<file path="src/hdl/vrf_pkg.sv">
// Shared types and constants of the visible range finder.
// No dependencies; used by vrf_ctrl, vrf_dp and visible_range_finder.
`default_nettype none

package vrf_pkg;

	localparam int MAX_ITEMS = 1024;
	localparam int IDX_W     = $clog2(MAX_ITEMS);
	localparam int CNT_W     = IDX_W + 1;

	localparam int IN_DATA_W  = 72;
	localparam int OUT_DATA_W = 88;
	localparam int CFG_IDX_W  = 2;
	localparam int CFG_DATA_W = 32;

	// configuration register indexes
	localparam logic [CFG_IDX_W-1:0] REG_SIZE_MODE  = 2'd0;
	localparam logic [CFG_IDX_W-1:0] REG_FIXED_SIZE = 2'd1;
	localparam logic [CFG_IDX_W-1:0] REG_VIEWPORT   = 2'd2;
	localparam logic [CFG_IDX_W-1:0] REG_ITEM_COUNT = 2'd3;

	// request kinds
	localparam logic ACT_LOAD  = 1'b0;
	localparam logic ACT_QUERY = 1'b1;

	localparam logic MODE_FIXED = 1'b0;

	// prefix table read selects
	localparam logic [2:0] RD_IDX   = 3'd0;
	localparam logic [2:0] RD_MID   = 3'd1;
	localparam logic [2:0] RD_START = 3'd2;
	localparam logic [2:0] RD_COUNT = 3'd3;
	localparam logic [2:0] RD_END   = 3'd4;

	localparam int DIV_STEPS = 32;
	localparam int DIV_CNT_W = $clog2(DIV_STEPS);

	typedef struct packed {
		logic       latch;
		logic [2:0] rd_sel;
		logic       ld_write;
		logic       div_init;
		logic       div_step;
		logic       fx_start;
		logic       fx_mul;
		logic       bs_init;
		logic       bs_update;
		logic       set_start;
		logic       cap_offset;
		logic       cap_total;
		logic       scan_update;
		logic       finish;
		logic       clear_res;
		logic       publish;
	} vrf_cmd_t;

	typedef struct packed {
		logic action;
		logic size_mode;
		logic empty;
		logic div_last;
		logic bs_more;
		logic scan_more;
		logic scan_hit;
		logic out_busy;
	} vrf_stat_t;

endpackage

`default_nettype wire

</file>
<file path="src/hdl/vrf_ctrl.sv">
// Controller state machine: sequences loads, fixed-mode division and the
// variable-mode search and scan. Depends on vrf_pkg.
`default_nettype none

module vrf_ctrl (
	input  logic               clk,
	input  logic               arst_n,
	input  logic               s_tvalid,
	output logic               s_tready,
	input  vrf_pkg::vrf_stat_t stat,
	output vrf_pkg::vrf_cmd_t  cmd
);

	localparam logic [3:0] S_IDLE    = 4'd0;
	localparam logic [3:0] S_DISP    = 4'd1;
	localparam logic [3:0] S_LD_WR   = 4'd2;
	localparam logic [3:0] S_DIV     = 4'd3;
	localparam logic [3:0] S_FX_CALC = 4'd4;
	localparam logic [3:0] S_FX_MUL  = 4'd5;
	localparam logic [3:0] S_BS_CHK  = 4'd6;
	localparam logic [3:0] S_BS_CMP  = 4'd7;
	localparam logic [3:0] S_OFF_RD  = 4'd8;
	localparam logic [3:0] S_OFF_CAP = 4'd9;
	localparam logic [3:0] S_TOT_CAP = 4'd10;
	localparam logic [3:0] S_SC_CHK  = 4'd11;
	localparam logic [3:0] S_SC_CMP  = 4'd12;
	localparam logic [3:0] S_FIN     = 4'd13;
	localparam logic [3:0] S_DONE    = 4'd14;

	logic [3:0] state_q, state_n;

	always_ff @(posedge clk or negedge arst_n) begin
		if (!arst_n) begin
			state_q <= S_IDLE;
		end else begin
			state_q <= state_n;
		end
	end

	assign s_tready = (state_q == S_IDLE);

	always_comb begin
		cmd     = '0;
		state_n = state_q;
		case (state_q)
			S_IDLE: begin
				if (s_tvalid) begin
					cmd.latch = 1'b1;
					state_n   = S_DISP;
				end
			end
			S_DISP: begin
				if (stat.action == vrf_pkg::ACT_LOAD) begin
					// fetch the preceding prefix entry
					cmd.rd_sel = vrf_pkg::RD_IDX;
					state_n    = S_LD_WR;
				end else if (stat.empty) begin
					cmd.clear_res = 1'b1;
					state_n       = S_DONE;
				end else if (stat.size_mode == vrf_pkg::MODE_FIXED) begin
					cmd.div_init = 1'b1;
					state_n      = S_DIV;
				end else begin
					cmd.bs_init = 1'b1;
					state_n     = S_BS_CHK;
				end
			end
			S_LD_WR: begin
				cmd.ld_write = 1'b1;
				state_n      = S_IDLE;
			end
			S_DIV: begin
				cmd.div_step = 1'b1;
				if (stat.div_last) begin
					state_n = S_FX_CALC;
				end
			end
			S_FX_CALC: begin
				cmd.fx_start = 1'b1;
				state_n      = S_FX_MUL;
			end
			S_FX_MUL: begin
				cmd.fx_mul = 1'b1;
				state_n    = S_DONE;
			end
			S_BS_CHK: begin
				if (stat.bs_more) begin
					cmd.rd_sel = vrf_pkg::RD_MID;
					state_n    = S_BS_CMP;
				end else begin
					cmd.set_start = 1'b1;
					state_n       = S_OFF_RD;
				end
			end
			S_BS_CMP: begin
				cmd.bs_update = 1'b1;
				state_n       = S_BS_CHK;
			end
			S_OFF_RD: begin
				cmd.rd_sel = vrf_pkg::RD_START;
				state_n    = S_OFF_CAP;
			end
			S_OFF_CAP: begin
				cmd.cap_offset = 1'b1;
				cmd.rd_sel     = vrf_pkg::RD_COUNT;
				state_n        = S_TOT_CAP;
			end
			S_TOT_CAP: begin
				cmd.cap_total = 1'b1;
				state_n       = S_SC_CHK;
			end
			S_SC_CHK: begin
				if (stat.scan_more) begin
					cmd.rd_sel = vrf_pkg::RD_END;
					state_n    = S_SC_CMP;
				end else begin
					state_n = S_FIN;
				end
			end
			S_SC_CMP: begin
				// advance while the item ends before the window end
				if (stat.scan_hit) begin
					cmd.scan_update = 1'b1;
					state_n         = S_SC_CHK;
				end else begin
					state_n = S_FIN;
				end
			end
			S_FIN: begin
				cmd.finish = 1'b1;
				state_n    = S_DONE;
			end
			S_DONE: begin
				// hold until the output register is free
				if (!stat.out_busy) begin
					cmd.publish = 1'b1;
					state_n     = S_IDLE;
				end
			end
			default: begin
				state_n = S_IDLE;
			end
		endcase
	end

endmodule

`default_nettype wire

</file>
<file path="config.mk">
export PLATFORM = sky130hd
export DESIGN_NAME = vrf_ctrl
export DESIGN_NICKNAME = d
export VERILOG_FILES = /design/src/hdl/vrf_pkg.sv /design/src/hdl/vrf_ctrl.sv
export SDC_FILE = /design/constraint.sdc
export NUM_CORES = 1
export LEC_CHECK = 0
export BUFFER_PORTS_ARGS = -buffer_cell sky130_fd_sc_hd__buf_4
export CAP_MARGIN = 10
export CORE_AREA = 2 2 39 41
export DETAILED_ROUTE_END_ITERATION = 7
export DIE_AREA = 0 0 41 43
export PLACE_DENSITY = 0.71
export SLEW_MARGIN = 20
export SYNTH_ARGS = -nofsm -noshare
export SYNTH_HDL_FRONTEND = slang
export SYNTH_SLANG_ARGS = --single-unit
export TNS_END_PERCENT = 50
</file>
<file path="constraint.sdc">
create_clock -name clk -period 2.1 [get_ports clk]
set_input_delay 0.63 -clock clk [delete_from_list [all_inputs] [get_ports clk]]
set_output_delay 0.63 -clock clk [all_outputs]
set_load 0.01 [all_outputs]
</file>
==> impl_metrics.py <==
metrics = {
    "synthesis": {
        "ys_seq_elements": 4,
        "avgSynthCellArea_um2": 6.90,
        "synth_most_common_cell": "nor2_1",
        "synth_edf_count": 0,
        "synth_commonest_cells": "nor2_1, nand2_1, nor3_1",
        "synth_top_family_by_area": "simple AND/OR/NAND/NOR gates",
        "syn_inst": 72,
        "yosysTopAreaCell": "dfrtp_1",
        "muxShareOfSynthArea": 0,
        "synth_fa_ha_area_frac": 0,
        "async_flop_share": 1.00,
        "synthesis.nets": 83,
        "synth-compound-area-share": 0.239,
        "ys_warn_count": 0,
        "synth_xor_area_frac": 0,
        "yosysSeqAreaShare": 0.202,
        "yosysUniqueCellTypes": 30,
        "syn_area_um2": 497,
        "ys.flop_type": "dfrtp_1",
        "yosys.area_share.simple": 0.456,
        "synth_area_leaders": "dfrtp_1, nor2_1, nor3_1",
        "synth_top_cell_area_share": 0.202,
    },
    "drt": {
        "wl_per_cell_um": 12.8,
        "vias": 638,
        "drt-initial-drc-count": 14,
        "wl_um": 1510,
        "vias_per_cell": 5.41,
        "ant_nets": 0,
        "drc_errors": 0,
        "dr.pass1.iters": 4,
    },
    "floorplanning": {
        "ios": 30,
        "rows": 14,
        "initial_utilization": 0.359,
        "die_height_um": 43,
        "dieArea_um2": 1760,
        "core_area_um2": 1380,
        "die_w_um": 41,
    },
    "timing": {
        "min_period_over_period": 0.971,
        "fin_skew_ns": 0.00399,
        "slew_viol_final": 0,
        "fin_tns_setup_ns": 0,
        "min_period_ns": 2.04,
        "tightest_slew_ns": 0.414,
        "setup_viol": 0,
        "max_slew_margin": 0.720,
        "rsz0062_at_grt": "no",
        "fmax_mhz": 491,
        "hold_violations": 0,
    },
    "power_and_ir_drop": {
        "p_per_area_nw_per_um2": 1180,
        "power_w": 0.000920,
        "p_leak_nw": 0.365,
        "peakVddDrop_uv": 742,
    },
    "global_route": {
        "gr-max-usage-layer": "met2",
        "use_met1": 0.250,
        "use_met2": 0.294,
        "gr-total-overflow": 0,
        "grt_pass1_vias": 558,
        "grt_first_pass_wirelength_um": 2350,
        "use_met3": 0.0366,
        "grt_usage": 0.187,
        "grt_max_degree": 17,
        "antenna_found_initial": 0,
    },
    "place": {
        "place_hpwl_um": 1150,
        "gp_congestion": 0.797,
        "portBuffers": 29,
    },
    "finish": {
        "reg_top3": "state_q: 4 flops",
        "nets": 115,
        "drive_gt1_frac": 0.461,
        "diodes": 0,
        "regMostFlops": "state_q",
        "largest_register_ffs": 4,
        "area_delta_synth_final_pct": 56.9,
    },
    "clock_tree": {
        "cts_setup_buffers": 0,
        "cts_tree": "yes",
        "clkSinkCount": 4,
        "clock_latency_ns": 0.24,
        "cts_buffer_depth": 2,
        "numCtsBuffers": 3,
        "cts_htree_levels": 1,
        "clk_pin_slew_ns": 0.04,
        "clock-root-buffer": "clkbuf_4",
        "holdBufCountCts": 0,
    },
    "min_path": {
        "min_path_type": "input port to asynchronous set/reset pin",
    },
    "setup_path": {
        "path_max_fanout": 4,
        "worstPathArrival_ns": 1.41,
        "start_kind": "input port",
        "critPathCaptureType": "output port",
        "path_class": "input port to output port",
        "worstPathRequired_ns": 1.47,
    },
    "outcome": {
        "outcome": "complete, no violations",
    },
    "job": {
        "max-cap-violations": 0,
    },
}
[critical path, stage by stage]
cell,delay [ns]
buf_4,0.12
or2_2,0.33
nor4_4,0.17
buf_4,0.16
[power by group]
group	internal (W)	total (W)	switching, W	leakage [nW]
clock network	0.0000640	0.0000960	0.0000320	0.0138
logic	0.000291	0.000676	0.000384	0.306
registers	0.000115	0.000148	0.0000339	0.0451
[worst paths after layout]
kind,from,end,slack [ns],depth (start not counted)
setup / recovery,stat[5],cmd[12],0.06,4
hold / removal,arst_n,state_q[2]$_DFFE_PN0P_,0.18,1
setup reg to reg,state_q[2]$_DFFE_PN0P_,state_q[3]$_DFFE_PN0P_,0.74,5
hold reg to reg,state_q[3]$_DFFE_PN0P_,state_q[1]$_DFFE_PN0P_,0.66,3
max in group asynchronous,arst_n,state_q[0]$_DFFE_PN0P_,1.81,1
min in group clk,stat[4],state_q[0]$_DFFE_PN0P_,0.62,2
[through the flow]
step / setup slack, ns / util / instances / hold WS [ns] / instance area (um^2)
CTS: 0.00856 / 0.543 / 118 / 0.178 / 752
detailed placement: 0.0482 / 0.524 / 115 / 0.427 / 724
global placement: 0.0664 / 0.524 / 115 / 0.425 / 724
finish: 0.0616 / 0.563 / 118 / 0.177 / 779
global route: 0.00674 / 0.563 / 118 / 0.175 / 779
floorplan: 0.208 / - / 72 / 0.334 / 497
[cells by family (layout without fill, tap and decap cells)]
family,Yosys count,in the layout
buf+inv,9,39
compound gates,17,17
flops,4,4
simple gates,42,42
[cell usage in the layout (no fill, tap or decap), types with 2 or more instances in the layout]
| master | Yosys | final |
|---|---|---|
| nor3_2 | 0 | 3 |
| o21ai_0 | 2 | 2 |
| nand2b_1 | 4 | 2 |
| and3b_1 | 2 | 2 |
| o22ai_1 | 2 | 2 |
| nand3b_1 | 2 | 2 |
| and2_1 | 2 | 2 |
| nor2_1 | 11 | 11 |
| a21oi_1 | 5 | 5 |
| nand2b_2 | 1 | 3 |
| nor3_1 | 7 | 4 |
| dfrtp_1 | 4 | 3 |
| clkbuf_4 | 0 | 3 |
| inv_1 | 3 | 3 |
| nand2_1 | 7 | 7 |
| buf_4 | 0 | 33 |
[cell type report]
cell class,count,area [um^2]
inverter,3,11.3
clock buffer,3,22.5
timing repair buffer,33,248
tap,16,20.0
multi-input combinational,59,377
fill,142,604
sequential,4,101
[timing repair]
action	in CTS	in global routing
gates cloned	0	0
endpoints found under the setup margin	2	7
pin swaps	0	0
gates resized for setup	1	7
[routing by layer]
layer / vias to the layer above / wire length (um)
met5: - / 0
met4: 0 / 0
met3: 0 / 89
met2: 19 / 758
met1: 301 / 666
li1: 318 / -
Note: power is estimated with default switching activity, not from simulation.
